<file path="src/sv/pidl_pkg.sv">
// shared constants, request and status codes for the positional list core
`default_nettype none
package pidl_pkg;

   localparam int Depth = 16;
   localparam int CountWidth = $clog2(Depth + 1);
   localparam int IdxWidth = $clog2(Depth);
   localparam int PosWidth = 5;
   localparam int OutCountWidth = 5;
   localparam int DataWidth = 32;
   // wide enough for position, count and count + 1
   localparam int CalcWidth = ((CountWidth > PosWidth) ? CountWidth : PosWidth) + 1;

   typedef enum logic [2:0] {
      MODE_INS_FRONT = 3'd0,
      MODE_INS_BACK  = 3'd1,
      MODE_INS_POS   = 3'd2,
      MODE_DEL_FRONT = 3'd3,
      MODE_DEL_BACK  = 3'd4,
      MODE_DEL_POS   = 3'd5,
      MODE_SIZE      = 3'd6,
      MODE_CLEAR     = 3'd7
   } mode_type;

   typedef enum logic [1:0] {
      STATUS_DONE  = 2'd0,
      STATUS_RANGE = 2'd1,
      STATUS_EMPTY = 2'd2,
      STATUS_FULL  = 2'd3
   } status_type;

   typedef struct packed {
      logic load;
      logic exec;
   } cmd_type;

endpackage
`default_nettype wire

</file>
<file path="src/sv/pidl_if.sv">
// request and response channel interfaces
`default_nettype none
interface pidl_req_if;
   logic                                   valid;
   logic                                   ready;
   logic [2:0]                             mode;
   logic [pidl_pkg::PosWidth-1:0]          position;
   logic signed [pidl_pkg::DataWidth-1:0]  value;

   modport source (output valid, output mode, output position, output value, input ready);
   modport sink (input valid, input mode, input position, input value, output ready);
endinterface

interface pidl_rsp_if;
   logic                                   valid;
   logic                                   ready;
   logic [1:0]                             status;
   logic signed [pidl_pkg::DataWidth-1:0]  removed_value;
   logic [pidl_pkg::OutCountWidth-1:0]     element_count;

   modport source (output valid, output status, output removed_value, output element_count,
                   input ready);
   modport sink (input valid, input status, input removed_value, input element_count,
                 output ready);
endinterface
`default_nettype wire

</file>
<file path="src/sv/positional_insert_delete_list_core.sv">
// Ordered list of up to pidl_pkg::Depth signed 32-bit values kept in a register bank in which
// every entry shifts in parallel, so an insert or delete at any position completes in the
// execute state. Each transaction passes through accept, execute and response: the request
// is taken, the sequencer executes it on the entry bank, and the response is then held until
// the consumer takes it; the next request can be taken in the cycle after that. Every request gives
// one response with status, removed value (zero unless a delete succeeded) and the element
// count after the request. Entry contents are not cleared by reset; only the count is.
`default_nettype none
module positional_insert_delete_list_core (
   input  wire logic  clock,
   input  wire logic  reset,
   pidl_req_if.sink   req_ch,
   pidl_rsp_if.source rsp_ch
);

   pidl_pkg::cmd_type cmd;

   pidl_ctrl u_ctrl (
      .clock     (clock),
      .reset     (reset),
      .req_valid (req_ch.valid),
      .req_ready (req_ch.ready),
      .rsp_valid (rsp_ch.valid),
      .rsp_ready (rsp_ch.ready),
      .cmd       (cmd)
   );

   pidl_dpath u_dpath (
      .clock             (clock),
      .reset             (reset),
      .cmd               (cmd),
      .req_mode          (req_ch.mode),
      .req_position      (req_ch.position),
      .req_value         (req_ch.value),
      .rsp_status        (rsp_ch.status),
      .rsp_removed_value (rsp_ch.removed_value),
      .rsp_element_count (rsp_ch.element_count)
   );

endmodule
`default_nettype wire

</file>
<file path="src/sv/pidl_ctrl.sv">
// request sequencer: accept, execute, hold the response until taken
`default_nettype none
module pidl_ctrl (
   input  wire logic              clock,
   input  wire logic              reset,
   input  wire logic              req_valid,
   output logic                   req_ready,
   output logic                   rsp_valid,
   input  wire logic              rsp_ready,
   output pidl_pkg::cmd_type      cmd
);

   typedef enum logic [1:0] {
      ST_IDLE,
      ST_EXEC,
      ST_RESP
   } state_type;

   state_type state_ff;
   logic      req_ready_ff;
   logic      rsp_valid_ff;

   assign req_ready = req_ready_ff;
   assign rsp_valid = rsp_valid_ff;
   assign cmd.load  = req_valid && req_ready_ff;
   assign cmd.exec  = (state_ff == ST_EXEC);

   always_ff @(posedge clock) begin
      if (reset) begin
         state_ff     <= ST_IDLE;
         req_ready_ff <= 1'b0;
         rsp_valid_ff <= 1'b0;
      end else begin
         unique case (state_ff)
            ST_IDLE: begin
               if (req_valid && req_ready_ff) begin
                  state_ff     <= ST_EXEC;
                  req_ready_ff <= 1'b0;
               end else begin
                  req_ready_ff <= 1'b1;
               end
            end
            ST_EXEC: begin
               state_ff     <= ST_RESP;
               rsp_valid_ff <= 1'b1;
            end
            ST_RESP: begin
               if (rsp_ready) begin
                  state_ff     <= ST_IDLE;
                  rsp_valid_ff <= 1'b0;
                  req_ready_ff <= 1'b1;
               end
            end
            default: begin
               state_ff <= ST_IDLE;
            end
         endcase
      end
   end

   // a new transaction is never taken while a response is pending
   a_no_accept_in_resp: assert property (@(posedge clock) disable iff (reset)
      rsp_valid_ff |-> !req_ready_ff)
      else $error("request accepted while response pending");

   a_load_then_exec: assert property (@(posedge clock) disable iff (reset)
      cmd.load |=> cmd.exec)
      else $error("accepted request not executed");

   a_exec_then_resp: assert property (@(posedge clock) disable iff (reset)
      cmd.exec |=> rsp_valid_ff)
      else $error("execution produced no response");

endmodule
`default_nettype wire

</file>
<file path="src/sv/pidl_dpath.sv">
// entry register bank with parallel shift, count and response registers
`default_nettype none
module pidl_dpath (
   input  wire logic                                  clock,
   input  wire logic                                  reset,
   input  wire pidl_pkg::cmd_type                     cmd,
   input  wire logic [2:0]                            req_mode,
   input  wire logic [pidl_pkg::PosWidth-1:0]         req_position,
   input  wire logic signed [pidl_pkg::DataWidth-1:0] req_value,
   output logic [1:0]                                 rsp_status,
   output logic signed [pidl_pkg::DataWidth-1:0]      rsp_removed_value,
   output logic [pidl_pkg::OutCountWidth-1:0]         rsp_element_count
);

   localparam int Depth = pidl_pkg::Depth;
   localparam int CountWidth = pidl_pkg::CountWidth;
   localparam int IdxWidth = pidl_pkg::IdxWidth;
   localparam int CalcWidth = pidl_pkg::CalcWidth;
   localparam int DataWidth = pidl_pkg::DataWidth;

   pidl_pkg::mode_type              mode_ff;
   logic [pidl_pkg::PosWidth-1:0]   pos_ff;
   logic signed [DataWidth-1:0]     value_ff;

   logic [CountWidth-1:0]           count_ff;
   logic [CountWidth-1:0]           count_in;
   pidl_pkg::status_type            status_ff;
   pidl_pkg::status_type            status_in;
   logic signed [DataWidth-1:0]     removed_ff;
   logic signed [DataWidth-1:0]     removed_in;

   logic signed [DataWidth-1:0]     entries_ff [Depth];
   logic signed [DataWidth-1:0]     entries_in [Depth];

   logic [CalcWidth-1:0]            count_ext;
   logic [CalcWidth-1:0]            eff_pos;
   logic [IdxWidth-1:0]             tgt;
   logic                            is_full;
   logic                            do_ins;
   logic                            do_del;
   logic                            do_clr;

   assign count_ext = CalcWidth'(count_ff);
   assign is_full   = (count_ff == CountWidth'(Depth));

   always_comb begin
      eff_pos = CalcWidth'(pos_ff);
      do_ins  = 1'b0;
      do_del  = 1'b0;
      do_clr  = 1'b0;
      status_in = pidl_pkg::STATUS_DONE;
      unique case (mode_ff)
         pidl_pkg::MODE_INS_FRONT, pidl_pkg::MODE_INS_BACK, pidl_pkg::MODE_INS_POS: begin
            if (mode_ff == pidl_pkg::MODE_INS_FRONT) begin
               eff_pos = CalcWidth'(1);
            end else if (mode_ff == pidl_pkg::MODE_INS_BACK) begin
               eff_pos = count_ext + CalcWidth'(1);
            end
            if (eff_pos == '0 || eff_pos > count_ext + CalcWidth'(1)) begin
               status_in = pidl_pkg::STATUS_RANGE;
            end else if (is_full) begin
               status_in = pidl_pkg::STATUS_FULL;
            end else begin
               do_ins = 1'b1;
            end
         end
         pidl_pkg::MODE_DEL_FRONT, pidl_pkg::MODE_DEL_BACK: begin
            eff_pos = (mode_ff == pidl_pkg::MODE_DEL_FRONT) ? CalcWidth'(1) : count_ext;
            if (count_ff == '0) begin
               status_in = pidl_pkg::STATUS_EMPTY;
            end else begin
               do_del = 1'b1;
            end
         end
         pidl_pkg::MODE_DEL_POS: begin
            if (eff_pos == '0 || eff_pos > count_ext) begin
               status_in = pidl_pkg::STATUS_RANGE;
            end else begin
               do_del = 1'b1;
            end
         end
         pidl_pkg::MODE_SIZE: begin
         end
         pidl_pkg::MODE_CLEAR: begin
            do_clr = 1'b1;
         end
         default: begin
         end
      endcase
   end

   // zero-based entry that the operation starts at
   assign tgt = IdxWidth'(eff_pos - CalcWidth'(1));

   always_comb begin
      removed_in = '0;
      if (do_del) begin
         removed_in = entries_ff[tgt];
      end
   end

   always_comb begin
      count_in = count_ff;
      if (do_clr) begin
         count_in = '0;
      end else if (do_ins) begin
         count_in = count_ff + CountWidth'(1);
      end else if (do_del) begin
         count_in = count_ff - CountWidth'(1);
      end
   end

   for (genvar g = 0; g < Depth; g++) begin : g_entry
      logic signed [DataWidth-1:0] prev_val;
      logic signed [DataWidth-1:0] next_val;

      if (g == 0) begin : g_first
         assign prev_val = value_ff;
      end else begin : g_mid
         assign prev_val = entries_ff[g-1];
      end

      if (g == Depth - 1) begin : g_last
         assign next_val = entries_ff[g];
      end else begin : g_inner
         assign next_val = entries_ff[g+1];
      end

      always_comb begin
         entries_in[g] = entries_ff[g];
         if (do_ins) begin
            if (IdxWidth'(g) == tgt) begin
               entries_in[g] = value_ff;
            end else if (IdxWidth'(g) > tgt) begin
               entries_in[g] = prev_val;
            end
         end else if (do_del && IdxWidth'(g) >= tgt) begin
            entries_in[g] = next_val;
         end
      end
   end

   always_ff @(posedge clock) begin
      if (cmd.load) begin
         mode_ff  <= pidl_pkg::mode_type'(req_mode);
         pos_ff   <= req_position;
         value_ff <= req_value;
      end
      if (cmd.exec) begin
         entries_ff <= entries_in;
         status_ff  <= status_in;
         removed_ff <= removed_in;
      end
   end

   always_ff @(posedge clock) begin
      if (reset) begin
         count_ff <= '0;
      end else if (cmd.exec) begin
         count_ff <= count_in;
      end
   end

   assign rsp_status        = status_ff;
   assign rsp_removed_value = removed_ff;
   assign rsp_element_count = pidl_pkg::OutCountWidth'(count_ff);

   a_count_bound: assert property (@(posedge clock) disable iff (reset)
      count_ff <= CountWidth'(Depth))
      else $error("element count beyond capacity");

   a_clear_empties: assert property (@(posedge clock) disable iff (reset)
      (cmd.exec && do_clr) |=> count_ff == '0)
      else $error("clear left elements");

   a_reject_keeps_count: assert property (@(posedge clock) disable iff (reset)
      (cmd.exec && status_in != pidl_pkg::STATUS_DONE) |=> $stable(count_ff))
      else $error("rejected transaction changed the count");

endmodule
`default_nettype wire
</file>
<file path="src/flat_wrapper.sv">
// flat-port wrapper written by rule: the top's interface ports become plain ports
module positional_insert_delete_list_core_flat 
  (clock, reset, req_ch_valid, req_ch_mode, req_ch_position, req_ch_value, req_ch_ready, rsp_ch_valid, rsp_ch_status, rsp_ch_removed_value, rsp_ch_element_count, rsp_ch_ready);
  pidl_req_if req_ch_i ();
  pidl_rsp_if rsp_ch_i ();
  input  wire logic clock;
  input  wire logic reset;
  input wire logic [$bits(req_ch_i.valid)-1:0] req_ch_valid;
  input wire logic [$bits(req_ch_i.mode)-1:0] req_ch_mode;
  input wire logic [$bits(req_ch_i.position)-1:0] req_ch_position;
  input wire logic [$bits(req_ch_i.value)-1:0] req_ch_value;
  output wire logic [$bits(req_ch_i.ready)-1:0] req_ch_ready;
  output wire logic [$bits(rsp_ch_i.valid)-1:0] rsp_ch_valid;
  output wire logic [$bits(rsp_ch_i.status)-1:0] rsp_ch_status;
  output wire logic [$bits(rsp_ch_i.removed_value)-1:0] rsp_ch_removed_value;
  output wire logic [$bits(rsp_ch_i.element_count)-1:0] rsp_ch_element_count;
  input wire logic [$bits(rsp_ch_i.ready)-1:0] rsp_ch_ready;
  assign req_ch_i.valid = req_ch_valid;
  assign req_ch_i.mode = req_ch_mode;
  assign req_ch_i.position = req_ch_position;
  assign req_ch_i.value = req_ch_value;
  assign req_ch_ready = req_ch_i.ready;
  assign rsp_ch_valid = rsp_ch_i.valid;
  assign rsp_ch_status = rsp_ch_i.status;
  assign rsp_ch_removed_value = rsp_ch_i.removed_value;
  assign rsp_ch_element_count = rsp_ch_i.element_count;
  assign rsp_ch_i.ready = rsp_ch_ready;
  positional_insert_delete_list_core u_core (.clock(clock), .reset(reset), .req_ch(req_ch_i), .rsp_ch(rsp_ch_i));
endmodule
</file>
<file path="config.mk">
export PLATFORM = sky130hd
export DESIGN_NAME = positional_insert_delete_list_core_flat
export DESIGN_NICKNAME = d
export VERILOG_FILES = /design/src/sv/pidl_pkg.sv /design/src/sv/pidl_if.sv /design/src/sv/positional_insert_delete_list_core.sv /design/src/sv/pidl_ctrl.sv /design/src/sv/pidl_dpath.sv /design/src/flat_wrapper.sv
export SDC_FILE = /design/constraint.sdc
export NUM_CORES = 1
export LEC_CHECK = 0
export BUFFER_PORTS_ARGS = -buffer_cell sky130_fd_sc_hd__buf_4
export CAP_MARGIN = 20
export CORE_UTILIZATION = 55
export CTS_CLUSTER_DIAMETER = 60
export DETAILED_ROUTE_END_ITERATION = 12
export PLACE_DENSITY = 0.74
export SETUP_SLACK_MARGIN = 0.02
export SYNTH_ARGS = -nofsm -noshare
export SYNTH_HDL_FRONTEND = slang
export SYNTH_HIERARCHICAL = 1
export SYNTH_SLANG_ARGS = --single-unit
</file>
<file path="constraint.sdc">
create_clock -name clock -period 7.4 [get_ports clock]
set_input_delay 1.48 -clock clock [delete_from_list [all_inputs] [get_ports clock]]
set_output_delay 1.48 -clock clock [all_outputs]
set_load 0.1 [all_outputs]
</file>
==> results.toml <==
[status]
run_status = "complete, no violations"

[timing]
min_period_over_period_pct = 74.63
setup_viol = 0
rsz0062_at_grt = "false"
finalHoldViolCount = 0
fin_crit_ps = 5522
max_clock_freq_ghz = 0.1811
worstMarginPinSlew_ps = 1083
setup_tns_ps = 0
finClkSkew_ps = 21.36
slew_violations = 0
maxSlewHeadroom_pct = 27.79
holdWs_ps = 504.6

[synth]
synth_common_cells = "edfxtp_1 (586), nand2_1 (560), mux2i_1 (353)"
synth_edf_count = 586
synth_top_cell_by_area = "edfxtp_1"
synth.distinct_cells = 68
synth_seq_cells = 595
syn_area_um2 = 32910
async_flop_share_pct = 0
yosys_warnings = 6
synthFlopType = "edfxtp_1"
synthMostInstantiatedCell = "edfxtp_1"
yosys.area.top_type_share_pct = 53.48
ys_seq_area_share_pct = 54.02
syn_nets = 2815
syn_inst = 2751
yosys-top-cells-area = "edfxtp_1 (53%), mux2i_1 (11%), mux4_2 (8.8%)"
avgSynthCellArea_um2 = 11.96

[clocking]
cts_buffers = 66
cts-root-buf = "clkbuf_16"
insertion_delay_ps = 620
postCtsSetupBuffers = 0
cts_hold_buf = 0
clockBufferDepth = 3
cts_sinks = 595
cts_resized = 0
ctsHtreeMaxLevel = 3
cts_tree = "done"
clk_pin_slew_ps = 60

[drt]
drc = 0
drt-met1-wl_mm = 36.50
route.met2.wl_mm = 42.73
drt_iter0_markers = 3416
antenna_left = 0
vias = 23980
vias_per_cell = 6.813
detail_route.first_pass.iterations = 8
wirelength_mm = 93.47
highest_layer = "met5"
wl_met3_mm = 10.78
wl_per_cell_um = 26.55

[finish]
drive_above_1_share_pct = 14.85
fin_util_pct = 61.31
nets = 2761
syn_to_final_growth_pct = 9.954
fill_cells = 4500
multi_input_area_um2 = 14090
antenna_cells = 0
seq_area_um2 = 17780

[die]
start_util_pct = 55.76
core_um2 = 59020
num_io_pins = 85
rows = 89
die_area_um2 = 60810
die_w_um = 246.6
die_y_um = 246.6

[flow_run]
max_cap_violations = 0

[worst_setup_path]
worstPathArrival_ps = 5850
startpoint_type = "flip-flop"
cp-end-kind = "flip-flop"
worstPathMaxFanout = 201
worstSetupPathType = "flip-flop to flip-flop"
reg2reg_slack_ps = 1880
cp.required_ps = 7730

[global_route]
antenna_found_initial = 2
grt_pass1_vias = 23100
grt_usage_pct = 30.95
grt_pass1_wl_mm = 141.6
grt_max_degree = 202
grt_overflow_total = 0

[place]
dpl.hpwl_mm = 52.02
gp_congestion = 0.9088
port_buffers = 84

[worst_hold_path]
hp-class = "flip-flop to flip-flop"

[power_and_ir_drop]
powerDensity_nw_per_um2 = 227.4
peakVddDrop_mv = 0.1690
p_leak_uw = 0.01244
[sequential cells by signal, indices dropped and copies added (netlist names)]
signal                            flops
u_core/u_dpath/g_entry.prev_val     128
u_core/u_dpath/rsp_status             2
u_core/u_ctrl/state_ff                2
u_core/u_dpath/g_entry.next_val     416
u_core/u_ctrl/req_ready               1
u_core/u_ctrl/rsp_valid               1
u_core/u_dpath/rsp_element_count      5
u_core/u_dpath/mode_ff                3
u_core/u_dpath/pos_ff                 5
u_core/u_dpath/rsp_removed_value     32
[power breakdown]
group	internal [uW]	leakage, uW	switching [uW]
Sequential	3770	0.00539	55.7
Combinational	397	0.00600	683
Clock	1920	0.00105	1400
Total	6090	0.0124	2140
[cells in the final DEF, fill, tap and decap left out, types with 4 or more instances in the layout]
master,Yosys,layout
a21oi_1,18,14
a21oi_4,0,4
and2_1,5,4
buf_12,0,7
buf_4,21,126
bufinv_16,0,7
clkbuf_1,123,11
clkbuf_16,0,67
clkinv_1,0,12
clkinv_2,0,13
dfxtp_1,9,9
edfxtp_1,586,586
ha_1,19,19
inv_1,14,12
inv_6,0,4
mux2_1,30,30
mux2i_1,353,353
mux4_2,128,128
nand2_1,560,559
nand2b_1,6,5
nand3_1,170,170
nand3b_1,4,4
nor2_1,17,11
nor2_4,0,5
nor4_4,5,5
o211ai_1,163,163
o21ai_0,55,55
o21ai_1,238,238
o22ai_1,34,34
o2bb2ai_1,5,5
xnor2_1,5,5
[logic make-up (layout without fill, tap and decap cells)]
kind of cell,after synthesis,count (layout),synth area share [%]
flip-flops,595,595,54.02
multiplexers,514,514,20.64
buffers and inverters,274,270,3.817
XOR/XNOR,6,6,0.1597
AO/OA/AOI/OAI,543,543,10.07
adder cells (fa/ha/maj),20,20,0.7833
AND/OR/NAND/NOR,799,799,10.51
[critical path: stages, from the launching register on]
cell and delay, ps:
edfxtp_1 650, or3b_1 540, nor4b_2 320, ha_1 290, and3_1 180, nand4_1 90, o31ai_1 110, o21ai_2 190
nor4_4 70, buf_4 310, inv_8 670, buf_4 810, buf_4 670, o21ai_0 180
[path summary, 6_finish.rpt]
path | to | startpoint | cells past startpoint
worst max-delay path | u_core/u_dpath/g_entry[11].next_val[22] | u_core/u_dpath/mode_ff[2] | 13
worst max register to register | u_core/u_dpath/g_entry[11].next_val[22] | u_core/u_dpath/mode_ff[2] | 13
worst min register to register | u_core/u_ctrl/rsp_valid | u_core/u_ctrl/rsp_valid | 2
worst min-delay path | u_core/u_ctrl/rsp_valid | u_core/u_ctrl/rsp_valid | 2
[final cells by class]
type | count | share of cell area [%]
flip-flops and latches | 595 | 49.13
multi-input cells | 1882 | 38.94
clock buffers | 78 | 4.748
repair buffers | 137 | 3.164
well taps | 773 | 2.673
clock inverters | 40 | 1.148
inverters | 15 | 0.1902
[through the flow]
| stage | instances | cell area, um^2 | total power, uW | setup WS (ps) |
|---|---|---|---|---|
| CTS | 3516 | 36120 | 8245 | 1945 |
| detailed placement | 3398 | 33990 | 4955 | 1927 |
| floorplan | 2751 | 32910 | 4685 | 181.5 |
| finish | 3520 | 36180 | 8226 | 1878 |
| global route | 3520 | 36180 | 8456 | 1459 |
| global placement | 3398 | 33990 | 4925 | 2009 |
[routing by layer]
layer	vias up	global-route usage [%]
met5	-	0
met3	241	6.198
met2	1541	47.02
met1	11830	43.59
li1	10370	-
met4	4	12.75
No activity file was read; power rests on OpenSTA's default activity.
